File: config.mk
export PLATFORM = sky130hd
export DESIGN_NAME = wrist_and_gripper_drive_control
export DESIGN_NICKNAME = d
export VERILOG_FILES = /design/src/wgdc_pkg.sv /design/src/wgdc_csr.sv /design/src/wrist_and_gripper_drive_control.sv
export SDC_FILE = /design/constraint.sdc
export NUM_CORES = 1
export LEC_CHECK = 0
export BUFFER_PORTS_ARGS = -buffer_cell sky130_fd_sc_hd__buf_2
export CAP_MARGIN = 20
export CORE_UTILIZATION = 55
export DETAILED_ROUTE_END_ITERATION = 10
export PLACE_DENSITY = 0.78
export RECOVER_POWER = 25
export SYNTH_ARGS = -nofsm -noshare
export SYNTH_HDL_FRONTEND = slang
export SYNTH_SLANG_ARGS = --single-unit
File: constraint.sdc
create_clock -name clock -period 6.7 [get_ports clock]
set_input_delay 0.335 -clock clock [delete_from_list [all_inputs] [get_ports clock]]
set_output_delay 0.335 -clock clock [all_outputs]
set_load 0.03 [all_outputs]
File: src/wgdc_pkg.sv
`default_nettype none

package wgdc_pkg;

   localparam int COUNT_WIDTH    = 32;
   localparam int POS_WIDTH      = 32;
   localparam int SUM_WIDTH      = ((COUNT_WIDTH > POS_WIDTH) ? COUNT_WIDTH : POS_WIDTH) + 2;
   localparam int CSR_ADDR_WIDTH = 5;
   localparam int CSR_DATA_WIDTH = 32;
   localparam int CSR_INDEX_WIDTH = CSR_ADDR_WIDTH - 2;

   typedef logic [CSR_INDEX_WIDTH-1:0] reg_index_type;
   localparam reg_index_type REG_STEP_COUNTS      = 3'd0;
   localparam reg_index_type REG_TOLERANCE_COUNTS = 3'd1;
   localparam reg_index_type REG_GRIP_TIMEOUT_MS  = 3'd2;
   localparam reg_index_type REG_DRIVE_DUTY       = 3'd3;
   localparam reg_index_type REG_GRIP_DUTY        = 3'd4;

   localparam logic [15:0] STEP_COUNTS_RESET      = 16'd1004;
   localparam logic [15:0] TOLERANCE_COUNTS_RESET = 16'd100;
   localparam logic [15:0] GRIP_TIMEOUT_MS_RESET  = 16'd800;
   localparam logic [7:0]  DRIVE_DUTY_RESET       = 8'd100;
   localparam logic [7:0]  GRIP_DUTY_RESET        = 8'd255;

   typedef logic [1:0] func_type;
   localparam func_type FUNC_TICK  = 2'd0;
   localparam func_type FUNC_WRIST = 2'd1;
   localparam func_type FUNC_GRIP  = 2'd2;

   localparam int CMD_BEVEL_UP   = 0;
   localparam int CMD_BEVEL_DOWN = 1;
   localparam int CMD_LIFT_UP    = 2;
   localparam int CMD_LIFT_DOWN  = 3;
   localparam int CMD_CLOSE      = 4;
   localparam int CMD_OPEN       = 5;

   localparam logic signed [SUM_WIDTH-1:0] COUNT_MAX =
      {{(SUM_WIDTH-COUNT_WIDTH+1){1'b0}}, {(COUNT_WIDTH-1){1'b1}}};
   localparam logic signed [SUM_WIDTH-1:0] COUNT_MIN =
      {{(SUM_WIDTH-COUNT_WIDTH+1){1'b1}}, {(COUNT_WIDTH-1){1'b0}}};

   typedef struct packed {
      func_type                     func;
      logic [15:0]                  cmd_bits;
      logic signed [POS_WIDTH-1:0]  position_count;
      logic                         limit_up_pressed;
      logic                         limit_down_pressed;
      logic [31:0]                  now_ms;
   } req_type;

   typedef struct packed {
      logic [7:0]                   motor_duty;
      logic                         motor_a_forward;
      logic                         motor_b_forward;
      logic [7:0]                   gripper_duty;
      logic                         gripper_closing;
      logic                         clear_encoders;
      logic                         any_limit;
      logic signed [POS_WIDTH-1:0]  reported_count;
   } rsp_type;

   typedef struct packed {
      logic [15:0] step_counts;
      logic [15:0] tolerance_counts;
      logic [15:0] grip_timeout_ms;
      logic [7:0]  drive_duty;
      logic [7:0]  grip_duty;
   } cfg_type;

   function automatic logic signed [COUNT_WIDTH-1:0] sat_count(
      input logic signed [SUM_WIDTH-1:0] v);
      logic signed [SUM_WIDTH-1:0] r;
      if (v > COUNT_MAX) begin
         r = COUNT_MAX;
      end else if (v < COUNT_MIN) begin
         r = COUNT_MIN;
      end else begin
         r = v;
      end
      return r[COUNT_WIDTH-1:0];
   endfunction

   function automatic logic beyond_tol(
      input logic signed [SUM_WIDTH-1:0] pos,
      input logic signed [SUM_WIDTH-1:0] target,
      input logic [15:0]                 tol);
      logic signed [SUM_WIDTH-1:0] d;
      logic signed [SUM_WIDTH-1:0] t;
      d = pos - target;
      t = $signed({{(SUM_WIDTH-16){1'b0}}, tol});
      return (d > t) || (d < -t);
   endfunction

endpackage

`default_nettype wire

File: src/wgdc_csr.sv
`default_nettype none

module wgdc_csr
   import wgdc_pkg::*;
(
   input  wire logic                      clock,
   input  wire logic                      reset,
   input  wire logic                      csr_psel,
   input  wire logic                      csr_penable,
   input  wire logic                      csr_pwrite,
   input  wire logic [CSR_ADDR_WIDTH-1:0] csr_paddr,
   input  wire logic [CSR_DATA_WIDTH-1:0] csr_pwdata,
   output logic      [CSR_DATA_WIDTH-1:0] csr_prdata,
   output logic                           csr_pready,
   output cfg_type                        cfg
);

   cfg_type       cfg_ff;
   cfg_type       cfg_in;
   reg_index_type index;
   logic          wr_en;

   assign index      = csr_paddr[CSR_ADDR_WIDTH-1:2];
   assign wr_en      = csr_psel && csr_penable && csr_pwrite;
   assign csr_pready = 1'b1;
   assign cfg        = cfg_ff;

   always_comb begin
      cfg_in = cfg_ff;
      if (wr_en) begin
         unique case (index)
            REG_STEP_COUNTS:      cfg_in.step_counts      = csr_pwdata[15:0];
            REG_TOLERANCE_COUNTS: cfg_in.tolerance_counts = csr_pwdata[15:0];
            REG_GRIP_TIMEOUT_MS:  cfg_in.grip_timeout_ms  = csr_pwdata[15:0];
            REG_DRIVE_DUTY:       cfg_in.drive_duty       = csr_pwdata[7:0];
            REG_GRIP_DUTY:        cfg_in.grip_duty        = csr_pwdata[7:0];
            default:              cfg_in = cfg_ff;
         endcase
      end
   end

   always_comb begin
      unique case (index)
         REG_STEP_COUNTS:      csr_prdata = CSR_DATA_WIDTH'(cfg_ff.step_counts);
         REG_TOLERANCE_COUNTS: csr_prdata = CSR_DATA_WIDTH'(cfg_ff.tolerance_counts);
         REG_GRIP_TIMEOUT_MS:  csr_prdata = CSR_DATA_WIDTH'(cfg_ff.grip_timeout_ms);
         REG_DRIVE_DUTY:       csr_prdata = CSR_DATA_WIDTH'(cfg_ff.drive_duty);
         REG_GRIP_DUTY:        csr_prdata = CSR_DATA_WIDTH'(cfg_ff.grip_duty);
         default:              csr_prdata = '0;
      endcase
   end

   always_ff @(posedge clock) begin
      if (reset) begin
         cfg_ff.step_counts      <= STEP_COUNTS_RESET;
         cfg_ff.tolerance_counts <= TOLERANCE_COUNTS_RESET;
         cfg_ff.grip_timeout_ms  <= GRIP_TIMEOUT_MS_RESET;
         cfg_ff.drive_duty       <= DRIVE_DUTY_RESET;
         cfg_ff.grip_duty        <= GRIP_DUTY_RESET;
      end else begin
         cfg_ff <= cfg_in;
      end
   end

endmodule

`default_nettype wire

File: src/wrist_and_gripper_drive_control.sv
// channel  | direction | handshake                  | word
// req      | in        | req_valid / req_ready      | req_type (tick, wrist or grip item)
// rsp      | out       | rsp_valid / rsp_ready      | rsp_type (one per control tick)
// csr      | in        | APB psel/penable, pready=1 | 32-bit register data
//
// one word per cycle sustained unless rsp stalls: a word sits in the input register,
// where all of its work is done, then its result is held in the output register.
// a control tick raises rsp_valid as its result moves into the output register.
// reset clears the handshake flags and loads the axis, gripper and register defaults.
// a stalled rsp holds the output register; req_ready drops only while the
// output register is full and not taken and the held word produces a result.
`default_nettype none

module wrist_and_gripper_drive_control
   import wgdc_pkg::*;
(
   input  wire logic                      clock,
   input  wire logic                      reset,
   input  wire logic                      req_valid,
   output logic                           req_ready,
   input  wire req_type                   req_data,
   output logic                           rsp_valid,
   input  wire logic                      rsp_ready,
   output rsp_type                        rsp_data,
   input  wire logic                      csr_psel,
   input  wire logic                      csr_penable,
   input  wire logic                      csr_pwrite,
   input  wire logic [CSR_ADDR_WIDTH-1:0] csr_paddr,
   input  wire logic [CSR_DATA_WIDTH-1:0] csr_pwdata,
   output logic      [CSR_DATA_WIDTH-1:0] csr_prdata,
   output logic                           csr_pready
);

   cfg_type cfg;

   wgdc_csr u_csr (
      .clock       (clock),
      .reset       (reset),
      .csr_psel    (csr_psel),
      .csr_penable (csr_penable),
      .csr_pwrite  (csr_pwrite),
      .csr_paddr   (csr_paddr),
      .csr_pwdata  (csr_pwdata),
      .csr_prdata  (csr_prdata),
      .csr_pready  (csr_pready),
      .cfg         (cfg)
   );

   logic    in_valid_ff;
   logic    in_valid_in;
   req_type in_word_ff;
   logic    rsp_valid_ff;
   logic    rsp_valid_in;
   rsp_type rsp_data_ff;
   rsp_type rsp_data_in;

   logic signed [COUNT_WIDTH-1:0] bevel_target_ff, bevel_target_in;
   logic signed [COUNT_WIDTH-1:0] lift_target_ff, lift_target_in;
   logic        bevel_active_ff, bevel_active_in;
   logic        lift_active_ff, lift_active_in;
   logic        bevel_positive_ff, bevel_positive_in;
   logic        lift_positive_ff, lift_positive_in;
   logic        grip_active_ff, grip_active_in;
   logic        grip_closing_dir_ff, grip_closing_dir_in;
   logic [31:0] grip_start_ms_ff, grip_start_ms_in;
   logic        pin_a_level_ff, pin_a_level_in;
   logic        pin_b_level_ff, pin_b_level_in;
   logic        pin_grip_level_ff, pin_grip_level_in;

   logic                          is_tick;
   logic                          advance;
   logic signed [SUM_WIDTH-1:0]   pos_ext;
   logic signed [SUM_WIDTH-1:0]   step_ext;
   logic signed [COUNT_WIDTH-1:0] target_up;
   logic signed [COUNT_WIDTH-1:0] target_down;
   logic                          cleared;
   logic signed [POS_WIDTH-1:0]   pos_eff;
   logic                          bevel_live;
   logic                          lift_live;
   logic                          bevel_drive;
   logic                          lift_drive;
   logic [31:0]                   elapsed;
   logic                          grip_expired;
   logic [15:0]                   cmd;

   assign is_tick   = (in_word_ff.func == FUNC_TICK);
   assign advance   = in_valid_ff && (!is_tick || !rsp_valid_ff || rsp_ready);
   assign req_ready = !in_valid_ff || advance;
   assign rsp_valid = rsp_valid_ff;
   assign rsp_data  = rsp_data_ff;
   assign cmd       = in_word_ff.cmd_bits;

   assign pos_ext     = SUM_WIDTH'(in_word_ff.position_count);
   assign step_ext    = $signed({{(SUM_WIDTH-16){1'b0}}, cfg.step_counts});
   assign target_up   = sat_count(pos_ext + step_ext);
   assign target_down = sat_count(pos_ext - step_ext);

   assign cleared    = in_word_ff.limit_up_pressed && lift_active_ff && lift_positive_ff;
   assign pos_eff    = cleared ? '0 : in_word_ff.position_count;
   assign bevel_live = bevel_active_ff && !cleared;
   assign lift_live  = lift_active_ff && !cleared;
   assign bevel_drive = bevel_live && (cfg.drive_duty != '0) &&
      beyond_tol(SUM_WIDTH'(pos_eff), SUM_WIDTH'(bevel_target_ff), cfg.tolerance_counts);
   assign lift_drive = lift_live && (cfg.drive_duty != '0) &&
      beyond_tol(SUM_WIDTH'(pos_eff), SUM_WIDTH'(lift_target_ff), cfg.tolerance_counts);
   assign elapsed      = in_word_ff.now_ms - grip_start_ms_ff;
   assign grip_expired = elapsed > {16'd0, cfg.grip_timeout_ms};

   always_comb begin
      bevel_target_in     = bevel_target_ff;
      lift_target_in      = lift_target_ff;
      bevel_active_in     = bevel_active_ff;
      lift_active_in      = lift_active_ff;
      bevel_positive_in   = bevel_positive_ff;
      lift_positive_in    = lift_positive_ff;
      grip_active_in      = grip_active_ff;
      grip_closing_dir_in = grip_closing_dir_ff;
      grip_start_ms_in    = grip_start_ms_ff;
      pin_a_level_in      = pin_a_level_ff;
      pin_b_level_in      = pin_b_level_ff;
      pin_grip_level_in   = pin_grip_level_ff;
      rsp_data_in         = rsp_data_ff;

      if (advance) begin
         unique case (in_word_ff.func)
            FUNC_WRIST: begin
               bevel_active_in = cmd[CMD_BEVEL_UP] || cmd[CMD_BEVEL_DOWN];
               lift_active_in  = cmd[CMD_LIFT_UP] || cmd[CMD_LIFT_DOWN];
               if (cmd[CMD_BEVEL_DOWN]) begin
                  bevel_target_in   = target_down;
                  bevel_positive_in = 1'b0;
               end else if (cmd[CMD_BEVEL_UP]) begin
                  bevel_target_in   = target_up;
                  bevel_positive_in = 1'b1;
               end
               if (cmd[CMD_LIFT_DOWN]) begin
                  lift_target_in   = target_down;
                  lift_positive_in = 1'b0;
               end else if (cmd[CMD_LIFT_UP]) begin
                  lift_target_in   = target_up;
                  lift_positive_in = 1'b1;
               end
            end
            FUNC_GRIP: begin
               if (cmd[CMD_CLOSE] || cmd[CMD_OPEN]) begin
                  grip_closing_dir_in = !cmd[CMD_OPEN];
                  grip_active_in      = 1'b1;
                  grip_start_ms_in    = in_word_ff.now_ms;
               end
            end
            FUNC_TICK: begin
               bevel_active_in = bevel_live;
               lift_active_in  = lift_live;
               rsp_data_in.motor_duty = '0;
               if (lift_drive) begin
                  pin_a_level_in = lift_positive_ff;
                  pin_b_level_in = !lift_positive_ff;
                  rsp_data_in.motor_duty = cfg.drive_duty;
               end else if (bevel_drive) begin
                  pin_a_level_in = bevel_positive_ff;
                  pin_b_level_in = bevel_positive_ff;
                  rsp_data_in.motor_duty = cfg.drive_duty;
               end
               rsp_data_in.gripper_duty = '0;
               if (grip_active_ff) begin
                  if (grip_expired) begin
                     grip_active_in = 1'b0;
                  end else begin
                     pin_grip_level_in        = grip_closing_dir_ff;
                     rsp_data_in.gripper_duty = cfg.grip_duty;
                  end
               end
               rsp_data_in.motor_a_forward = pin_a_level_in;
               rsp_data_in.motor_b_forward = pin_b_level_in;
               rsp_data_in.gripper_closing = pin_grip_level_in;
               rsp_data_in.clear_encoders  = cleared;
               rsp_data_in.any_limit       =
                  in_word_ff.limit_up_pressed || in_word_ff.limit_down_pressed;
               rsp_data_in.reported_count  = pos_eff;
            end
            default: begin
            end
         endcase
      end
   end

   always_comb begin
      in_valid_in = in_valid_ff;
      if (req_valid && req_ready) begin
         in_valid_in = 1'b1;
      end else if (advance) begin
         in_valid_in = 1'b0;
      end
      rsp_valid_in = rsp_valid_ff;
      if (advance && is_tick) begin
         rsp_valid_in = 1'b1;
      end else if (rsp_ready) begin
         rsp_valid_in = 1'b0;
      end
   end

   always_ff @(posedge clock) begin
      if (req_valid && req_ready) begin
         in_word_ff <= req_data;
      end
      rsp_data_ff <= rsp_data_in;
   end

   always_ff @(posedge clock) begin
      if (reset) begin
         in_valid_ff         <= 1'b0;
         rsp_valid_ff        <= 1'b0;
         bevel_target_ff     <= '0;
         lift_target_ff      <= '0;
         bevel_active_ff     <= 1'b0;
         lift_active_ff      <= 1'b0;
         bevel_positive_ff   <= 1'b1;
         lift_positive_ff    <= 1'b1;
         grip_active_ff      <= 1'b0;
         grip_closing_dir_ff <= 1'b1;
         grip_start_ms_ff    <= '0;
         pin_a_level_ff      <= 1'b0;
         pin_b_level_ff      <= 1'b0;
         pin_grip_level_ff   <= 1'b0;
      end else begin
         in_valid_ff         <= in_valid_in;
         rsp_valid_ff        <= rsp_valid_in;
         bevel_target_ff     <= bevel_target_in;
         lift_target_ff      <= lift_target_in;
         bevel_active_ff     <= bevel_active_in;
         lift_active_ff      <= lift_active_in;
         bevel_positive_ff   <= bevel_positive_in;
         lift_positive_ff    <= lift_positive_in;
         grip_active_ff      <= grip_active_in;
         grip_closing_dir_ff <= grip_closing_dir_in;
         grip_start_ms_ff    <= grip_start_ms_in;
         pin_a_level_ff      <= pin_a_level_in;
         pin_b_level_ff      <= pin_b_level_in;
         pin_grip_level_ff   <= pin_grip_level_in;
      end
   end

endmodule

`default_nettype wire

# Word-level counts from Yosys, hierarchy flattened
# Cells that the tools add are included.
[word_totals] register_bits=298 latchBits=0 ram_bits=0 mem_bits_ro=0 in_bits=128 output_inout_bits=88 word_cells=137 mem_count=0
[classes] add_sub_neg=6 mul=0 n_div=0 magnitude_cmp=9 n_eq_ne=7 shifts=0 n_mux=32 bitwise_logic=1 reduce_logical=49
[ops] operator="$mux 32" n=9
[ops] operator="$pmux 16 s5" n=1
[ops] operator="$lt 33x34->1" n=2
[ops] operator="$gt 33x17->1" n=2
[ops] operator="$gt 33x32->1 const B" n=2
[ops] operator="$lt 33x32->1 const B" n=2
[ops] operator="$sub 32x32->33" n=2
[ops] operator="$neg 16->34" n=1
[ops] operator="$add 32x17->33" n=1
[ops] operator="$sub 32x17->33" n=1
[ops] operator="$gt 32x16->1" n=1
[ops] operator="$sub 32x32->32" n=1
[ops] operator="$mux 1" n=17
[ops] operator="$mux 8" n=2
[ops] operator="$reduce_and 2->1" n=7
[ops] operator="$logic_and 1x1->1" n=13
[ops] operator="$reduce_and 3->1" n=4
[ops] operator="$reduce_bool 2->1" n=6
[ops] operator="$logic_or 1x1->1" n=9
[ops] operator="$reduce_bool 8->1" n=1
[ops] operator="$eq 3x2->1 const B" n=2
[ops] operator="$logic_not 1->1" n=6
[ops] operator="$pmux 1 s2" n=3
[ops] operator="$eq 3x1->1 const B" n=1
[ops] operator="8 further kinds" n=8

# Depth between registers and ports, before layout
[logic_depth] ltp_word=9 mapped_depth=30 ltp_nobuf=27

# Cells and area by module
# From an unflattened synthesis, not the netlist that was laid out.
[unflattened] cells_unflattened=2691 area_unflattened_um2=23103.4
[modules_own_cells] mod="wrist_and_gripper_drive_control" n_inst=1 cells_per_inst=2355 area_per_inst_um2=19810.2 seq_area_each_um2=5955.7
[modules_own_cells] mod="wgdc_csr" n_inst=1 cells_per_inst=336 area_per_inst_um2=3293.2 seq_area_each_um2=1281.2

# Worst setup path after synthesis
# No wires, ideal clock.
[synth_timing] path_kind="register to register" from="register in_word_ff[33] (netlist bit)" to="register rsp_data_ff, in the netlist rsp_data[45], data pin" setup_ns=0.255 t_arrival_ns=6.048 required_time_ns=6.445 setup_slack_ns=0.397 stages_incl_launch_ff=26 n_path_buf=2 synth_period_minus_slack_ns=6.303 path_cell_list="edfxtp_1 -> nand3_4 -> clkbuf_1 -> clkbuf_1 -> nand2_1 -> ha_1 -> fa_1 -> nand2b_1 -> a21oi_1 -> maj3_1 -> nor2_1 -> o31a_1 -> o211ai_1 -> xor2_1 -> ha_1 -> nand4_1 -> or3_1 -> a2111oi_0 -> o211ai_1 -> o211a_1 -> a2111oi_0 -> or4b_1 -> nor4b_2 -> a31oi_1 -> or3_4 -> and2_1"
[synth_via] elab_chain_cells=9 elab_cells_between_ends=20 cone_classes="add/sub: 2; order compare: 4; mux: 3; reduce/logical: 11"
[synth_lines] item="start, declared" line_no="wrist_and_gripper_drive_control.sv:51" rtl="req_type in_word_ff;"
[synth_lines] item="start signal, assigned" line_no="wrist_and_gripper_drive_control.sv:204" rtl="in_word_ff <= req_data;"
[synth_lines] item="$logic_and 1x1->1 (*) (2 in series)" line_no="wrist_and_gripper_drive_control.sv:98" rtl="assign cleared = in_word_ff.limit_up_pressed && lift_active_ff && lift_positive_ff;"
[synth_lines] item="$mux 32" line_no="wrist_and_gripper_drive_control.sv:99" rtl="assign pos_eff = cleared ? '0 : in_word_ff.position_count;"
[synth_lines] item="$sub 32x32->33" line_no="wgdc_pkg.sv:89" rtl="d = pos - target;"
[synth_lines] item="$lt 33x34->1 / $gt 33x17->1 (equally long branches)" line_no="wgdc_pkg.sv:91" rtl="return (d > t) || (d < -t);"
[synth_lines] item="$logic_or 1x1->1" line_no="wgdc_pkg.sv:91"
[synth_lines] item="$logic_and 1x1->1" line_no="wrist_and_gripper_drive_control.sv:102" rtl="assign bevel_drive = bevel_live && (cfg.drive_duty != '0) &&"
[synth_lines] item="$mux 8" line_no="wrist_and_gripper_drive_control.sv:159" rtl="end else if (bevel_drive) begin"
[synth_lines] item="$mux 8 (*)" line_no="wrist_and_gripper_drive_control.sv:155" rtl="if (lift_drive) begin"
[synth_lines] item="end signal, assigned" line_no="wrist_and_gripper_drive_control.sv:206" rtl="rsp_data_ff <= rsp_data_in;"
[synth_lines] item="end, declared" line_no="wrist_and_gripper_drive_control.sv:54" rtl="rsp_type rsp_data_ff;"
# Mark *: on every way between the ends. The rest lies on a longest branch, timed or not.
# A chain may end at the register's enable or synchronous reset.

# Worst setup path after layout
[layout_timing] from="register in_word_ff[33] (netlist bit)" to="register rsp_data_ff, in the netlist rsp_data[46], data pin"
[layout_via] elab_chain_cells=9 elab_cells_between_ends=20 cone_classes="add/sub: 2; order compare: 4; mux: 3; reduce/logical: 11"
[layout_lines] item="$logic_and 1x1->1 (*) (2 in series)" line_no="wrist_and_gripper_drive_control.sv:98"
[layout_lines] item="$mux 32 (*)" line_no="wrist_and_gripper_drive_control.sv:99"
[layout_lines] item="via pos_eff[10]" line_no="wrist_and_gripper_drive_control.sv:77" rtl="logic signed [POS_WIDTH-1:0] pos_eff;"
[layout_lines] item="$sub 32x32->33" line_no="wgdc_pkg.sv:89"
[layout_lines] item="$lt 33x34->1 / $gt 33x17->1 (equally long branches)" line_no="wgdc_pkg.sv:91"
[layout_lines] item="$logic_or 1x1->1" line_no="wgdc_pkg.sv:91"
[layout_lines] item="$logic_and 1x1->1" line_no="wrist_and_gripper_drive_control.sv:102"
[layout_lines] item="$mux 8" line_no="wrist_and_gripper_drive_control.sv:159"
[layout_lines] item="$mux 8 (*)" line_no="wrist_and_gripper_drive_control.sv:155"
# The timed path passes the listed nets; every way through them passes the cells marked *.

==> impl_metrics.py <==
metrics = {
    "outcome": {
        "outcome": "finished with violations",
        "violations": "max-capacitance violations, max-slew violations",
    },
    "power": {
        "clkPwrFrac_pct": 36.4,
        "power.switching_uw": 1600,
        "pwr-share-seq_pct": 39.5,
        "intPower_uw": 3460,
        "p_leak_uw": 0.0102,
        "power_uw": 5060,
        "irDropWorstVdd_mv": 0.205,
        "power.density_nw_per_um2": 196,
        "pwr-share-comb_pct": 24.0,
        "p_sw_share_pct": 31.6,
    },
    "sta": {
        "grt_setup_unrepaired": "false",
        "tns_ns": 0,
        "hold_violations": 0,
        "max_freq_ghz": 0.156,
        "worst_pin_slew_ns": 1.58,
        "min_period_over_period_pct": 95.6,
        "min_period_ns": 6.41,
        "report.final.slew_viol_count": 30,
        "clock_skew_ns": 0.0164,
        "slew_headroom_pct": -5.18,
        "setup_viol": 0,
    },
    "detailed_routing": {
        "drtIter0Drc": 2561,
        "dr_total_vias": 21800,
        "drc_errors": 0,
        "drtAntennaViolNets": 0,
        "drt-pass1-iter-count": 8,
        "wl_per_cell_um": 21.3,
        "wirelength_um": 74500,
        "vias_per_cell": 6.24,
    },
    "yosys": {
        "synth_top_area_share_pct": 16.9,
        "synth.area.top_cells": "edfxtp_1 (17%), dfxtp_1 (15%), ha_1 (13%), a21oi_1 (5.8%), nand2_1 (5.4%)",
        "ys_seq_elements": 298,
        "synth-edff-count": 127,
        "syn_inst": 2744,
        "async_reset_ff_share_pct": 0,
        "ys_seq_area_share_pct": 32.0,
        "syn_avg_cell_area_um2": 8.24,
        "synth_cell_types": 93,
        "syn_area_um2": 22600,
        "ys_warn_count": 0,
        "yosys.area.top_type": "edfxtp_1",
        "yosys_most_used_dff": "dfxtp_1",
    },
    "grt": {
        "grt_usage_pct": 34.8,
        "grt_pass1_vias": 20400,
        "antenna_found_initial": 0,
        "grt_pass1_wl_um": 114000,
        "gr-total-overflow": 0,
        "grt_max_degree": 98,
    },
    "clocking": {
        "htreeDepth": 2,
        "cts.reportedPaths.clkPinSlew_ns": 0.06,
        "clockBufferDepth": 3,
        "clock_latency_ns": 0.55,
        "cts.sinks": 298,
        "numCtsBuffers": 34,
        "root_buffer": "clkbuf_16",
        "cts_tree": "built",
    },
    "layout": {
        "syn_to_final_growth_pct": 14.2,
        "drive_gt1_share_pct": 9.65,
        "diodes": 0,
        "fin_area_um2": 25800,
        "nNetsFinal": 3320,
    },
    "placed_design": {
        "place_area_um2": 23900,
        "gp_congestion": 0.963,
        "io_buffers": 170,
        "dp_hpwl_um": 56100,
    },
    "floorplan": {
        "die_x_um": 205,
        "initial_core_util_pct": 56.3,
        "rows": 73,
        "fp.dieH_um": 205,
        "fp.coreArea_um2": 40200,
        "num_io_pins": 216,
        "die_area_um2": 41900,
    },
    "worst_hold_path": {
        "min_path_cells": 3,
        "worstHoldStart": "csr_pwdata[12]",
        "min_path_type": "input port to flip-flop",
    },
    "setup_path": {
        "cp_data_required_time_ns": 6.99,
        "worstSetupPathType": "flip-flop to flip-flop",
        "reg2reg_depth": 24,
        "worst_setup_path_start_kind": "flip-flop",
        "crit_fanout": 8,
        "reg2reg_from": "in_word_ff[33]$_DFFE_PP_",
        "crit_start": "in_word_ff[33]$_DFFE_PP_",
        "cp-end-kind": "flip-flop",
        "critPathArrivalTime_ns": 6.70,
    },
    "run": {
        "cap_violations": 1,
    },
}
[logic make-up after synthesis]
logic type / share of synthesized area, %
AO/OA/AOI/OAI: 23.0
flip-flops: 32.0
other: 0.0332
XOR/XNOR: 4.68
buffers and inverters: 6.11
AND/OR/NAND/NOR: 19.4
multiplexers: 1.05
adder cells (fa/ha/maj): 13.8
[Yosys cell counts, drive strengths merged, types with 16 or more instances]
cell type	n
nor3	48
o21ai	132
o21a	28
dfxtp	171
and2	60
a21o	70
nor4	21
xnor2	74
and3	21
a22oi	43
mux2i	18
a221oi	26
a21oi	264
inv	210
nand4	42
or3	16
nand2b	48
a211oi	23
nor2	191
buf	24
clkbuf	114
nor2b	47
o211ai	17
nand3	49
edfxtp	127
xor2	47
a211o	32
nand2	325
ha	239
a31oi	22
[metrics by stage]
stage          hold WS [ns]  instances  setup WS (ns)  util [%]
3_5_place_dp          0.446       3355          0.182      59.5
5_1_grt              0.0640       3498         0.0116      64.3
2_1_floorplan         0.432       2759          0.397         -
4_1_cts              0.0492       3490          0.156      64.0
3_3_place_gp          0.439       3355          0.308      59.5
6_report             0.0694       3498          0.293      64.3
[metal layers]
metal,vias to the layer above,share of wire (%),wire length (um),global-route usage [%]
met4,0,2.5,1900,9.25
met5,-,0,0,0
li1,10200,-,-,-
met2,1115,44,33100,54.0
met3,121,9.2,6880,4.82
met1,10400,44,32600,50.4
[area by class of cell]
type | count | area, um2
fill | 3371 | 14400
multi-input combinational | 2114 | 14100
sequential | 298 | 7240
timing repair buffer | 290 | 1940
clock buffer | 46 | 947
inverter | 210 | 788
tap | 525 | 657
clock inverter | 15 | 119
[sequential cells by signal, summed over array words and instances, names as in the netlist, 6 cells and up]
name	count
in_word_ff	68
u_csr.cfg	64
rsp_data	53
bevel_target_ff	32
grip_start_ms_ff	32
lift_target_ff	32
cmd	6
[cell usage in the layout, fill, tap and decap left out, drive strengths merged, types with 13 or more instances in the layout]
master | Yosys | routed
nand2 | 325 | 325
a21oi | 264 | 264
ha | 239 | 239
inv | 210 | 214
nor2 | 191 | 191
buf | 24 | 187
dfxtp | 171 | 171
o21ai | 132 | 132
edfxtp | 127 | 127
clkbuf | 114 | 75
xnor2 | 74 | 74
dlygate4sd3 | 0 | 74
a21o | 70 | 70
and2 | 60 | 60
nand3 | 49 | 50
nor3 | 48 | 48
nand2b | 48 | 48
nor2b | 47 | 47
xor2 | 47 | 47
a22oi | 43 | 43
nand4 | 42 | 42
a211o | 32 | 32
o21a | 28 | 28
a221oi | 26 | 26
a211oi | 23 | 23
a31oi | 22 | 22
and3 | 21 | 21
nor4 | 21 | 21
mux2i | 18 | 18
o211ai | 17 | 17
conb | 2 | 17
or3 | 16 | 16
a21boi | 13 | 13
o22ai | 13 | 13
o31ai | 13 | 13
o21bai | 13 | 13
[power groups by stage]
stage	combinational, uW	clock, uW	sequential (uW)
floorplan	800	0	2020
global placement	1100	0	2030
detailed placement	1130	0	2030
CTS	1170	1850	2000
global route	1320	1930	2000
finish	1220	1840	2000
[what timing repair did]
action,4_1_cts,5_1_grt
hold endpoints to repair,74,0
setup buffers,0,4
hold buffers,74,0
resized for setup,0,14
setup endpoints to repair,0,12
[worst max-delay path, stage by stage, from the launching register on]
cell and delay [ns]:
edfxtp_1 0.51, buf_4 0.17, nand3_2 0.12, and2_0 0.24
ha_1 0.32, and4_1 0.24, o221ai_1 0.12, a2111o_1 0.46
and2_1 0.20, nand2b_1 0.14, a21oi_1 0.10, xnor2_1 0.19
ha_1 0.32, nand4_1 0.14, or3_1 0.42, a2111oi_2 0.29
buf_4 0.18, o211ai_1 0.08, o211a_1 0.17, a2111oi_2 0.20
or4b_1 0.47, nor4b_2 0.26, a31oi_2 0.16, or3_4 0.45
and2_1 0.19
[worst paths after layout]
path / slack (ns) / to
setup reg to reg: 0.29 / rsp_data[46]$_DFFE_PP_
hold reg to reg: 0.46 / lift_target_ff[21]$_SDFFE_PP0P_
setup / recovery: 0.29 / rsp_data[46]$_DFFE_PP_
hold / removal: 0.07 / u_csr.cfg[60]$_SDFFE_PP0P_
Power figures use the tool's default switching activity.
